[src/design/audio_downward_expander_unit_defines.svh]
// Assertion macros for the downward expander unit.
// Used by audio_downward_expander_unit.sv; no other dependencies.
`ifndef AUDIO_DOWNWARD_EXPANDER_UNIT_DEFINES_SVH
`define AUDIO_DOWNWARD_EXPANDER_UNIT_DEFINES_SVH

// Same-cycle implication, sampled on clk, off while arst_n is low.
`define ADE_ASSERT_NOW(lbl, ante, cons, msg) \
	lbl: assert property (@(posedge clk) disable iff (!arst_n) (ante) |-> (cons)) \
		else $error(msg);

// Next-cycle implication, sampled on clk, off while arst_n is low.
`define ADE_ASSERT_NEXT(lbl, ante, cons, msg) \
	lbl: assert property (@(posedge clk) disable iff (!arst_n) (ante) |=> (cons)) \
		else $error(msg);

`endif

[src/design/ade_pkg.sv]
// Shared types and constants for the downward expander unit.
// No dependencies; used by the channel interfaces and the top level.
package ade_pkg;

	typedef logic signed [15:0] sample_t;
	typedef logic [14:0] level_t;
	typedef logic [19:0] gain_t;
	typedef logic [8:0] step_t;
	typedef logic [2:0] cfg_idx_t;
	typedef logic [19:0] cfg_data_t;

	// register indexes of the configuration channel
	localparam cfg_idx_t REG_LOWER_LEVEL = 3'd0;
	localparam cfg_idx_t REG_UPPER_LEVEL = 3'd1;
	localparam cfg_idx_t REG_LOW_GAIN    = 3'd2;
	localparam cfg_idx_t REG_FADE_STEP   = 3'd3;
	localparam cfg_idx_t REG_WET_MIX     = 3'd4;

	localparam gain_t UNITY_GAIN = 20'h10000;
	localparam step_t FADE_RESET = 9'd1;
	localparam step_t MIX_FULL   = 9'd256;
	localparam logic [16:0] SAT_POS_MAG = 17'd32767;
	localparam logic [16:0] SAT_NEG_MAG = 17'd32768;

	// shared serial datapath: numerator / accumulator and divisor widths
	localparam int DIV_W  = 36;
	localparam int DEN_W  = 15;
	localparam int MPL_W  = 16;
	localparam int STEP_W = 6;
	localparam logic [STEP_W-1:0] DIV_STEPS = 6'd36;
	localparam logic [STEP_W-1:0] MUL_STEPS = 6'd16;
	localparam logic [STEP_W-1:0] MIX_STEPS = 6'd9;

endpackage

[src/design/ade_ifs.sv]
// Valid/ready channel interfaces of the downward expander unit.
// Depends on ade_pkg for the payload types.
interface ade_smp_if;
	logic valid;
	logic ready;
	ade_pkg::sample_t sample_in;
	modport source (output valid, output sample_in, input ready);
	modport sink (input valid, input sample_in, output ready);
endinterface

interface ade_res_if;
	logic valid;
	logic ready;
	ade_pkg::sample_t sample_out;
	modport source (output valid, output sample_out, input ready);
	modport sink (input valid, input sample_out, output ready);
endinterface

interface ade_cfg_if;
	logic valid;
	logic ready;
	ade_pkg::cfg_idx_t index;
	ade_pkg::cfg_data_t data;
	modport source (output valid, output index, output data, input ready);
	modport sink (input valid, input index, input data, output ready);
endinterface

[src/design/audio_downward_expander_unit.sv]
// Downward expander / noise gate on signed 16-bit samples, bit-serial datapath.
// Depends on ade_pkg, ade_ifs.sv and audio_downward_expander_unit_defines.svh.
//
// channel     dir   payload                 transaction when
// sample_ch   in    sample_in  (s16)        valid & ready
// result_ch   out   sample_out (s16)        valid & ready
// cfg_ch      in    index (3), data (20)    valid & ready, always ready
//
// Each accepted item runs a 16-step shift-add gain multiply and a 9-step
// wet/dry multiply on one adder; the next item is taken only once it is done.
// The item that closes a window first computes the mean (radix-2 restoring
// divide) and, when the mean falls between the levels, the interpolation
// multiply and divide. No clearing pass after reset.
// A stalled result sits in the output register while the next item computes.
`include "audio_downward_expander_unit_defines.svh"

module audio_downward_expander_unit #(
	parameter int WINDOW_LENGTH = 256
) (
	input logic clk,
	input logic arst_n,
	ade_smp_if.sink sample_ch,
	ade_res_if.source result_ch,
	ade_cfg_if.sink cfg_ch
);
	import ade_pkg::*;

	localparam int CNT_W = $clog2(WINDOW_LENGTH);
	localparam int SUM_W = 16 + $clog2(WINDOW_LENGTH);
	localparam logic [CNT_W-1:0] CNT_LAST = CNT_W'(WINDOW_LENGTH - 1);
	localparam logic [DEN_W-1:0] WIN_DEN = DEN_W'(WINDOW_LENGTH);

	localparam logic [3:0] ST_IDLE = 4'd0;
	localparam logic [3:0] ST_DIVM = 4'd1;
	localparam logic [3:0] ST_PICK = 4'd2;
	localparam logic [3:0] ST_MUL  = 4'd3;
	localparam logic [3:0] ST_DIVG = 4'd4;
	localparam logic [3:0] ST_SLEW = 4'd5;
	localparam logic [3:0] ST_MULS = 4'd6;
	localparam logic [3:0] ST_EFF  = 4'd7;
	localparam logic [3:0] ST_MIX  = 4'd8;
	localparam logic [3:0] ST_DONE = 4'd9;

	logic [3:0] state_q;
	logic [STEP_W-1:0] step_q;
	logic [CNT_W-1:0] count_q;
	logic [SUM_W-1:0] sum_q;
	gain_t cur_gain_q, tgt_gain_q;
	level_t lower_q, upper_q;
	gain_t low_gain_q;
	step_t fade_q, wet_q;
	logic out_valid_q;
	sample_t out_data_q;

	sample_t sample_q;
	logic [DIV_W-1:0] num_q, mcand_q;
	logic [MPL_W-1:0] mplier_q;
	logic [DEN_W-1:0] den_q, rem_q;

	logic accept, win_end, last_step, out_free;
	logic [15:0] mag_in, mag_q, mean;
	logic [SUM_W-1:0] sum_nx;
	logic [DEN_W:0] rem_sh;
	logic div_ge;
	logic [DEN_W-1:0] rem_nx;
	gain_t gain_up, gain_dn;
	logic [19:0] prod_hi;
	logic [16:0] eff_lim, eff_mag;
	logic signed [16:0] eff, diff;
	step_t wet_eff;
	logic [DIV_W-1:0] mix_rnd;

	assign accept = sample_ch.valid && sample_ch.ready;
	assign sample_ch.ready = (state_q == ST_IDLE);
	assign cfg_ch.ready = 1'b1;
	assign result_ch.valid = out_valid_q;
	assign result_ch.sample_out = out_data_q;
	assign out_free = !out_valid_q || result_ch.ready;

	assign mag_in = sample_ch.sample_in[15] ? 16'(~sample_ch.sample_in + 16'd1)
		: 16'(sample_ch.sample_in);
	assign mag_q = sample_q[15] ? 16'(~sample_q + 16'd1) : 16'(sample_q);
	assign sum_nx = sum_q + SUM_W'(mag_in);
	assign win_end = (count_q == CNT_LAST);
	assign last_step = (step_q == STEP_W'(1));

	// one restoring divide step; the quotient bit shifts into num_q
	assign rem_sh = {rem_q, num_q[DIV_W-1]};
	assign div_ge = (rem_sh >= {1'b0, den_q});
	assign rem_nx = div_ge ? DEN_W'(rem_sh - {1'b0, den_q}) : rem_sh[DEN_W-1:0];
	assign mean = num_q[15:0];

	assign gain_up = tgt_gain_q - cur_gain_q;
	assign gain_dn = cur_gain_q - tgt_gain_q;

	// magnitude product / 65536, saturated, sign restored (truncates toward zero)
	assign prod_hi = num_q[35:16];
	assign eff_lim = sample_q[15] ? SAT_NEG_MAG : SAT_POS_MAG;
	assign eff_mag = (prod_hi > 20'(eff_lim)) ? eff_lim : prod_hi[16:0];
	assign eff = sample_q[15] ? 17'(17'd0 - eff_mag) : eff_mag;
	assign diff = 17'(eff - {sample_q[15], sample_q});
	assign wet_eff = (wet_q > MIX_FULL) ? MIX_FULL : wet_q;

	// (256*dry + wet*(effect - dry)) / 256 toward zero
	assign mix_rnd = num_q + (num_q[DIV_W-1] ? DIV_W'(255) : DIV_W'(0));

	always_ff @(posedge clk or negedge arst_n) begin
		if (!arst_n) begin
			state_q <= ST_IDLE;
			step_q <= '0;
			count_q <= '0;
			sum_q <= '0;
			cur_gain_q <= UNITY_GAIN;
			tgt_gain_q <= UNITY_GAIN;
			lower_q <= '0;
			upper_q <= '0;
			low_gain_q <= '0;
			fade_q <= FADE_RESET;
			wet_q <= '0;
			out_valid_q <= 1'b0;
		end else begin
			if (cfg_ch.valid && cfg_ch.ready) begin
				unique case (cfg_ch.index)
					REG_LOWER_LEVEL: lower_q <= cfg_ch.data[14:0];
					REG_UPPER_LEVEL: upper_q <= cfg_ch.data[14:0];
					REG_LOW_GAIN:    low_gain_q <= cfg_ch.data;
					REG_FADE_STEP:   fade_q <= cfg_ch.data[8:0];
					REG_WET_MIX:     wet_q <= cfg_ch.data[8:0];
					default: ;
				endcase
			end
			if (state_q == ST_DONE && out_free) begin
				out_valid_q <= 1'b1;
			end else if (result_ch.ready) begin
				out_valid_q <= 1'b0;
			end
			unique case (state_q)
				ST_IDLE: begin
					if (accept) begin
						if (win_end) begin
							sum_q <= '0;
							count_q <= '0;
							step_q <= DIV_STEPS;
							state_q <= ST_DIVM;
						end else begin
							sum_q <= sum_nx;
							count_q <= count_q + CNT_W'(1);
							state_q <= ST_SLEW;
						end
					end
				end
				ST_DIVM: begin
					step_q <= step_q - STEP_W'(1);
					if (last_step) begin
						state_q <= ST_PICK;
					end
				end
				ST_PICK: begin
					if (mean < {1'b0, lower_q}) begin
						tgt_gain_q <= low_gain_q;
						state_q <= ST_SLEW;
					end else if (mean >= {1'b0, upper_q}) begin
						tgt_gain_q <= UNITY_GAIN;
						state_q <= ST_SLEW;
					end else begin
						step_q <= MUL_STEPS;
						state_q <= ST_MUL;
					end
				end
				ST_MUL: begin
					if (last_step) begin
						step_q <= DIV_STEPS;
						state_q <= ST_DIVG;
					end else begin
						step_q <= step_q - STEP_W'(1);
					end
				end
				ST_DIVG: begin
					step_q <= step_q - STEP_W'(1);
					if (last_step) begin
						tgt_gain_q <= {num_q[18:0], div_ge};
						state_q <= ST_SLEW;
					end
				end
				ST_SLEW: begin
					if (cur_gain_q < tgt_gain_q) begin
						cur_gain_q <= (gain_up <= 20'(fade_q)) ? tgt_gain_q
							: cur_gain_q + 20'(fade_q);
					end else if (cur_gain_q > tgt_gain_q) begin
						cur_gain_q <= (gain_dn <= 20'(fade_q)) ? tgt_gain_q
							: cur_gain_q - 20'(fade_q);
					end
					step_q <= MUL_STEPS;
					state_q <= ST_MULS;
				end
				ST_MULS: begin
					step_q <= step_q - STEP_W'(1);
					if (last_step) begin
						state_q <= ST_EFF;
					end
				end
				ST_EFF: begin
					step_q <= MIX_STEPS;
					state_q <= ST_MIX;
				end
				ST_MIX: begin
					step_q <= step_q - STEP_W'(1);
					if (last_step) begin
						state_q <= ST_DONE;
					end
				end
				ST_DONE: begin
					if (out_free) begin
						state_q <= ST_IDLE;
					end
				end
				default: state_q <= ST_IDLE;
			endcase
		end
	end

	// datapath registers, no reset needed
	always_ff @(posedge clk) begin
		case (state_q) inside
			ST_IDLE: begin
				if (accept) begin
					sample_q <= sample_ch.sample_in;
					num_q <= DIV_W'(sum_nx);
					den_q <= WIN_DEN;
					rem_q <= '0;
				end
			end
			ST_DIVM, ST_DIVG: begin
				num_q <= {num_q[DIV_W-2:0], div_ge};
				rem_q <= rem_nx;
			end
			ST_PICK: begin
				num_q <= DIV_W'({mean[14:0] - lower_q, 16'h0000});
				mcand_q <= DIV_W'(low_gain_q);
				mplier_q <= MPL_W'(upper_q - mean[14:0]);
				den_q <= upper_q - lower_q;
				rem_q <= '0;
			end
			ST_MUL, ST_MULS, ST_MIX: begin
				num_q <= num_q + (mplier_q[0] ? mcand_q : '0);
				mcand_q <= {mcand_q[DIV_W-2:0], 1'b0};
				mplier_q <= {1'b0, mplier_q[MPL_W-1:1]};
			end
			ST_SLEW: begin
				num_q <= '0;
				mplier_q <= mag_q;
				if (cur_gain_q < tgt_gain_q) begin
					mcand_q <= DIV_W'((gain_up <= 20'(fade_q)) ? tgt_gain_q
						: cur_gain_q + 20'(fade_q));
				end else if (cur_gain_q > tgt_gain_q) begin
					mcand_q <= DIV_W'((gain_dn <= 20'(fade_q)) ? tgt_gain_q
						: cur_gain_q - 20'(fade_q));
				end else begin
					mcand_q <= DIV_W'(cur_gain_q);
				end
			end
			ST_EFF: begin
				num_q <= {{(DIV_W-24){sample_q[15]}}, sample_q, 8'h00};
				mcand_q <= {{(DIV_W-17){diff[16]}}, diff};
				mplier_q <= MPL_W'(wet_eff);
			end
			ST_DONE: begin
				if (out_free) begin
					out_data_q <= mix_rnd[23:8];
				end
			end
			default: ;
		endcase
	end

	`ADE_ASSERT_NEXT(a_busy_after_accept, accept, state_q != ST_IDLE,
		"input accepted but sequencer stayed idle")
	`ADE_ASSERT_NOW(a_result_from_done, $rose(out_valid_q), $past(state_q == ST_DONE),
		"result raised outside the completion step")
	`ADE_ASSERT_NOW(a_divisor_nonzero, state_q == ST_DIVG, den_q != '0,
		"gain interpolation divide with zero span")

endmodule
[src/flat_wrapper.sv]
// flat-port wrapper written by rule: the top's interface ports become plain ports
module audio_downward_expander_unit_flat import ade_pkg::*;
#(
	parameter int WINDOW_LENGTH = 256
)
  (clk, arst_n, sample_ch_valid, sample_ch_sample_in, sample_ch_ready, result_ch_valid, result_ch_sample_out, result_ch_ready, cfg_ch_valid, cfg_ch_index, cfg_ch_data, cfg_ch_ready);
  ade_smp_if sample_ch_i ();
  ade_res_if result_ch_i ();
  ade_cfg_if cfg_ch_i ();
  input logic clk;
  input logic arst_n;
  input wire logic [$bits(sample_ch_i.valid)-1:0] sample_ch_valid;
  input wire logic [$bits(sample_ch_i.sample_in)-1:0] sample_ch_sample_in;
  output wire logic [$bits(sample_ch_i.ready)-1:0] sample_ch_ready;
  output wire logic [$bits(result_ch_i.valid)-1:0] result_ch_valid;
  output wire logic [$bits(result_ch_i.sample_out)-1:0] result_ch_sample_out;
  input wire logic [$bits(result_ch_i.ready)-1:0] result_ch_ready;
  input wire logic [$bits(cfg_ch_i.valid)-1:0] cfg_ch_valid;
  input wire logic [$bits(cfg_ch_i.index)-1:0] cfg_ch_index;
  input wire logic [$bits(cfg_ch_i.data)-1:0] cfg_ch_data;
  output wire logic [$bits(cfg_ch_i.ready)-1:0] cfg_ch_ready;
  assign sample_ch_i.valid = sample_ch_valid;
  assign sample_ch_i.sample_in = sample_ch_sample_in;
  assign sample_ch_ready = sample_ch_i.ready;
  assign result_ch_valid = result_ch_i.valid;
  assign result_ch_sample_out = result_ch_i.sample_out;
  assign result_ch_i.ready = result_ch_ready;
  assign cfg_ch_i.valid = cfg_ch_valid;
  assign cfg_ch_i.index = cfg_ch_index;
  assign cfg_ch_i.data = cfg_ch_data;
  assign cfg_ch_ready = cfg_ch_i.ready;
  audio_downward_expander_unit #(.WINDOW_LENGTH(WINDOW_LENGTH)) u_core (.clk(clk), .arst_n(arst_n), .sample_ch(sample_ch_i), .result_ch(result_ch_i), .cfg_ch(cfg_ch_i));
endmodule
[config.mk]
export PLATFORM = sky130hd
export DESIGN_NAME = audio_downward_expander_unit_flat
export DESIGN_NICKNAME = d
export VERILOG_FILES = /design/src/design/ade_pkg.sv /design/src/design/ade_ifs.sv /design/src/design/audio_downward_expander_unit.sv /design/src/flat_wrapper.sv
export VERILOG_INCLUDE_DIRS = /design/src /design/src/design
export SDC_FILE = /design/constraint.sdc
export NUM_CORES = 1
export LEC_CHECK = 0
export BUFFER_PORTS_ARGS = -buffer_cell sky130_fd_sc_hd__clkbuf_2
export CAP_MARGIN = 10
export CORE_MARGIN = 5
export CORE_UTILIZATION = 65
export CTS_BUF_LIST = sky130_fd_sc_hd__clkbuf_4 sky130_fd_sc_hd__clkbuf_8 sky130_fd_sc_hd__clkbuf_16
export CTS_CLUSTER_DIAMETER = 80
export DETAILED_ROUTE_END_ITERATION = 10
export HOLD_SLACK_MARGIN = 0.08
export PLACE_DENSITY = 0.83
export SLEW_MARGIN = 40
export SYNTH_ARGS = -nofsm -noshare
export SYNTH_HDL_FRONTEND = slang
export SYNTH_SLANG_ARGS = --single-unit
[constraint.sdc]
create_clock -name clk -period 6.6 [get_ports clk]
set_input_delay 0.66 -clock clk [delete_from_list [all_inputs] [get_ports clk]]
set_output_delay 0.66 -clock clk [all_outputs]
set_load 0.1 [all_outputs]
==> metrics.md <==
| Metric | Value |
|---|---|
| RR Endpoint | u_core.mcand_q[20] |
| WL final | 89,800 um |
| Row count | 73 |
| Status | completed |
| First-pass GRT wire length | 137,000 um |
| Worst-Margin Slew | 1040 ps |
| Residual DRC | 0 |
| Die H | 210 um |
| Via count of the routed design | 24,600 |
| Number of synthesized flops with an enable pin | 150 |
| Worst clock skew | 28.8 ps |
| Remaining antenna violation count | 0 |
| Minimum clock period | 6270 ps |
| Clock tree buffer depth | 3 |
| Post-Syn Area | 0.0259 sq mm |
| Max-slew headroom | 0.303 |
| Max-Cap Viols | 0 |
| Layout cell share with drive strength beyond 1 | 0.0990 |
| Setup TNS | 0 ps |
| Antenna violations before repair | 1 |
| Area delta synth->final | 9.19% |
| Distinct cells, synth | 88 |
| Die ar. | 0.0440 sq mm |
| Min-delay worst type | in2reg |
| Top Ports | 63 |
| Gr usage total | 0.394 |
| Initial Util | 0.655 |
| Post-synthesis sequential area ratio | 0.320 |
| CP Max Fanout | 16 |
| Reg-to-reg setup timing slack | 330 ps |
| CTS sink count | 301 |
| Fin. max-slew vios | 0 |
| CP Capture Type | flip-flop |
| Die X | 210 um |
| RSZ-0062 raised after global routing | false |
| Tcrit/Tclk final | 0.950 |
| FMAX | 0.159 GHz |
| CTS tree | yes |
| Setup CP Type | reg2reg |
| Final layout net count | 3,310 |
| Std-Cell Core Area | 0.0395 sq mm |
| Routed len/inst | 25.2 um |
| Global route overflow | 0 |
| TritonRoute pass-1 iters | 9 |
| Final hold viol count | 0 |
| CP startpoint | u_core.sample_q[15] |
| Register area | 0.00829 sq mm |
| Syn. warnings | 0 |
| Vias in the first global route | 23,900 |
| Pin count of the biggest net entering global routing | 91 |
| Detailed placer's ending HPWL | 66,700 um |
| Syn nets | 3,289 |
| Clock-pin slew on the worst setup and hold paths | 60 ps |
| Critical path required time | 6910 ps |
| Worst Setup EP | u_core.mcand_q[20] |
| H-tree levels | 2 |
| Syn_area_per_cell | 8.66 sq um |
| DR vias/cell | 6.90 |
| CP Launch Type | flip-flop |
| Worst r2r src | u_core.sample_q[15] |
| Main synth FF type | edfxtp_1 |
| Async set-reset flop share out of synthesis | 0.502 |
| Final setup viols | 0 |
| Multi-input gate area | 0.0165 sq mm |
| Port bufs | 61 |
| Worst EP arrival | 6580 ps |
| Post-Synthesis Cells | 2,991 |
| CTS Root Cell | clkbuf_16 |
| Yosys reg bits | 301 |
| Clk_lat worst skew | 570 ps |
| Initial DRC Count | 3,668 |
| Fillers | 2,953 |
| Worst Reg-to-Reg Cells | 27 |
| Placer Congestion | 1.01 |
| Num CTS Buffers | 37 |
[cells in the mapped netlist (all sizes together) (10+ instances only)]
cell type | count | area [sq um]
nor4 | 13 | 93.8
o31ai | 25 | 188
o21ai | 244 | 1220
a21oi | 225 | 1130
nand4 | 31 | 194
nand2b | 40 | 250
nand3 | 67 | 335
nor3 | 57 | 290
a211o | 11 | 96.3
xnor2 | 154 | 1350
xor2 | 49 | 429
and3 | 24 | 150
mux2i | 40 | 400
nand2 | 243 | 912
buf | 30 | 173
a21o | 76 | 571
or3 | 25 | 156
ha | 243 | 3040
mux2 | 56 | 634
o221ai | 13 | 114
a21boi | 13 | 97.6
nor2 | 228 | 858
o22ai | 19 | 119
fa | 11 | 220
clkbuf | 111 | 417
o211ai | 40 | 300
a221oi | 12 | 105
a22oi | 40 | 300
inv | 182 | 683
a31oi | 30 | 188
dfrtp | 148 | 3700
and2 | 49 | 307
a31o | 10 | 87.6
o21a | 34 | 255
a22o | 15 | 131
o21bai | 12 | 90.1
a211oi | 38 | 285
edfxtp | 150 | 4500
nand3b | 11 | 82.6
or2 | 13 | 81.3
nor2b | 44 | 283
[metal layers]
metal	share of wire	routed length [um]	global-route usage
met1	0.38	34400	0.514
met2	0.45	40300	0.622
met3	0.11	10100	0.0978
met4	0.055	4980	0.179
met5	0.000067	6	0
[layout by cell type (no fill, tap or decap), drive strengths merged, types with 12 or more instances in the layout]
| cell type | n |
|---|---|
| a211oi | 38 |
| a21boi | 13 |
| a21o | 76 |
| a21oi | 225 |
| a221oi | 12 |
| a22o | 15 |
| a22oi | 40 |
| a31oi | 30 |
| and2 | 49 |
| and3 | 24 |
| buf | 62 |
| clkbuf | 110 |
| dfrtp | 148 |
| edfxtp | 150 |
| ha | 243 |
| inv | 187 |
| mux2 | 56 |
| mux2i | 40 |
| nand2 | 243 |
| nand2b | 40 |
| nand3 | 67 |
| nand4 | 31 |
| nor2 | 228 |
| nor2b | 44 |
| nor3 | 57 |
| nor4 | 13 |
| o211ai | 40 |
| o21a | 34 |
| o21ai | 244 |
| o21bai | 12 |
| o221ai | 13 |
| o22ai | 19 |
| o31ai | 25 |
| or2 | 13 |
| or3 | 25 |
| xnor2 | 154 |
| xor2 | 49 |
[how the worst min path moves through the flow]
stage | start | to | slack [ps] | cells after the start
after floorplan | arst_n | u_core.count_q[0] | 360 | 0
after global placement | u_core.sum_q[0] | u_core.sum_q[0] | 460 | 2
after detailed placement | u_core.count_q[6] | u_core.count_q[6] | 470 | 1
after CTS | arst_n | u_core.cur_gain_q[13] | 170 | 1
after global routing | sample_ch_sample_in[1] | u_core.sample_q[1] | 310 | 1
final | sample_ch_sample_in[1] | u_core.sample_q[1] | 330 | 1
[flip-flops by register name, indices dropped and copies added, names as in the netlist, 4 cells and up]
name,flops
u_core.cur_gain_q,20
u_core.count_q,8
u_core.num_q,36
u_core.tgt_gain_q,20
u_core.wet_q,9
u_core.state_q,4
u_core.result_ch.sample_out,16
u_core.den_q,15
u_core.sample_q,16
u_core.fade_q,9
u_core.rem_q,15
u_core.upper_q,15
u_core.lower_q,15
u_core.mcand_q,36
u_core.low_gain_q,20
u_core.mplier_q,16
u_core.sum_q,24
u_core.step_q,6
[logic make-up after synthesis]
logic type      synth area share
xor+xnor                  0.0686
compound gates             0.234
simple gates               0.163
flops                      0.320
mux                       0.0399
other cells             0.000145
fa+ha+maj                  0.126
buf+inv                   0.0493
[stage by stage]
| stage | util | std cells | setup WS [ps] | hold WS, ps | cell area (sq um) |
|---|---|---|---|---|---|
| CTS | 0.713 | 3561 | 222 | 166 | 28200 |
| floorplan | - | 2991 | 494 | 364 | 25900 |
| detailed placement | 0.678 | 3493 | 259 | 471 | 26800 |
| global placement | 0.677 | 3492 | 394 | 455 | 26800 |
| finish | 0.715 | 3567 | 329 | 329 | 28300 |
| global route | 0.715 | 3566 | 14.5 | 312 | 28300 |
[critical path: stages, from the launching register on]
cell      delay, ps
edfxtp_1        440
buf_4           200
ha_1            330
nand4_1         130
or4_1           570
a21oi_1         160
or4_1           150
o22a_1          250
nand2_1          80
o21ai_0         190
ha_2            330
nand4_1         130
or3_1           400
a211oi_1        280
a21oi_1          90
ha_1            340
o21ai_0         140
a21oi_1         200
a41oi_2          70
a21oi_1         270
a31oi_2         150
o22ai_1         150
a211o_1         170
nor2_1           60
a31oi_1         240
nor2_2           50
buf_4           200
a221o_1         270
[area by class of cell]
| type | count | share of cell area |
|---|---|---|
| diodes | 1 | 0.0000884 |
| clock buffers | 50 | 0.0383 |
| multi-input cells | 2366 | 0.582 |
| inverters | 183 | 0.0243 |
| repair buffers | 123 | 0.0289 |
| flip-flops and latches | 301 | 0.293 |
| well taps | 525 | 0.0232 |
| clock inverters | 18 | 0.00977 |
[repair_timing]
item                                    4_1_cts  5_1_grt
endpoints found under the setup margin        0       20
setup buffers                                 0        2
hold endpoints to repair                      0       20
hold buffers                                  0        1
resized for setup                             0        4
Power is not shown: default switching activity piles up to over one toggle a cycle in this logic, so the estimate is an artifact.
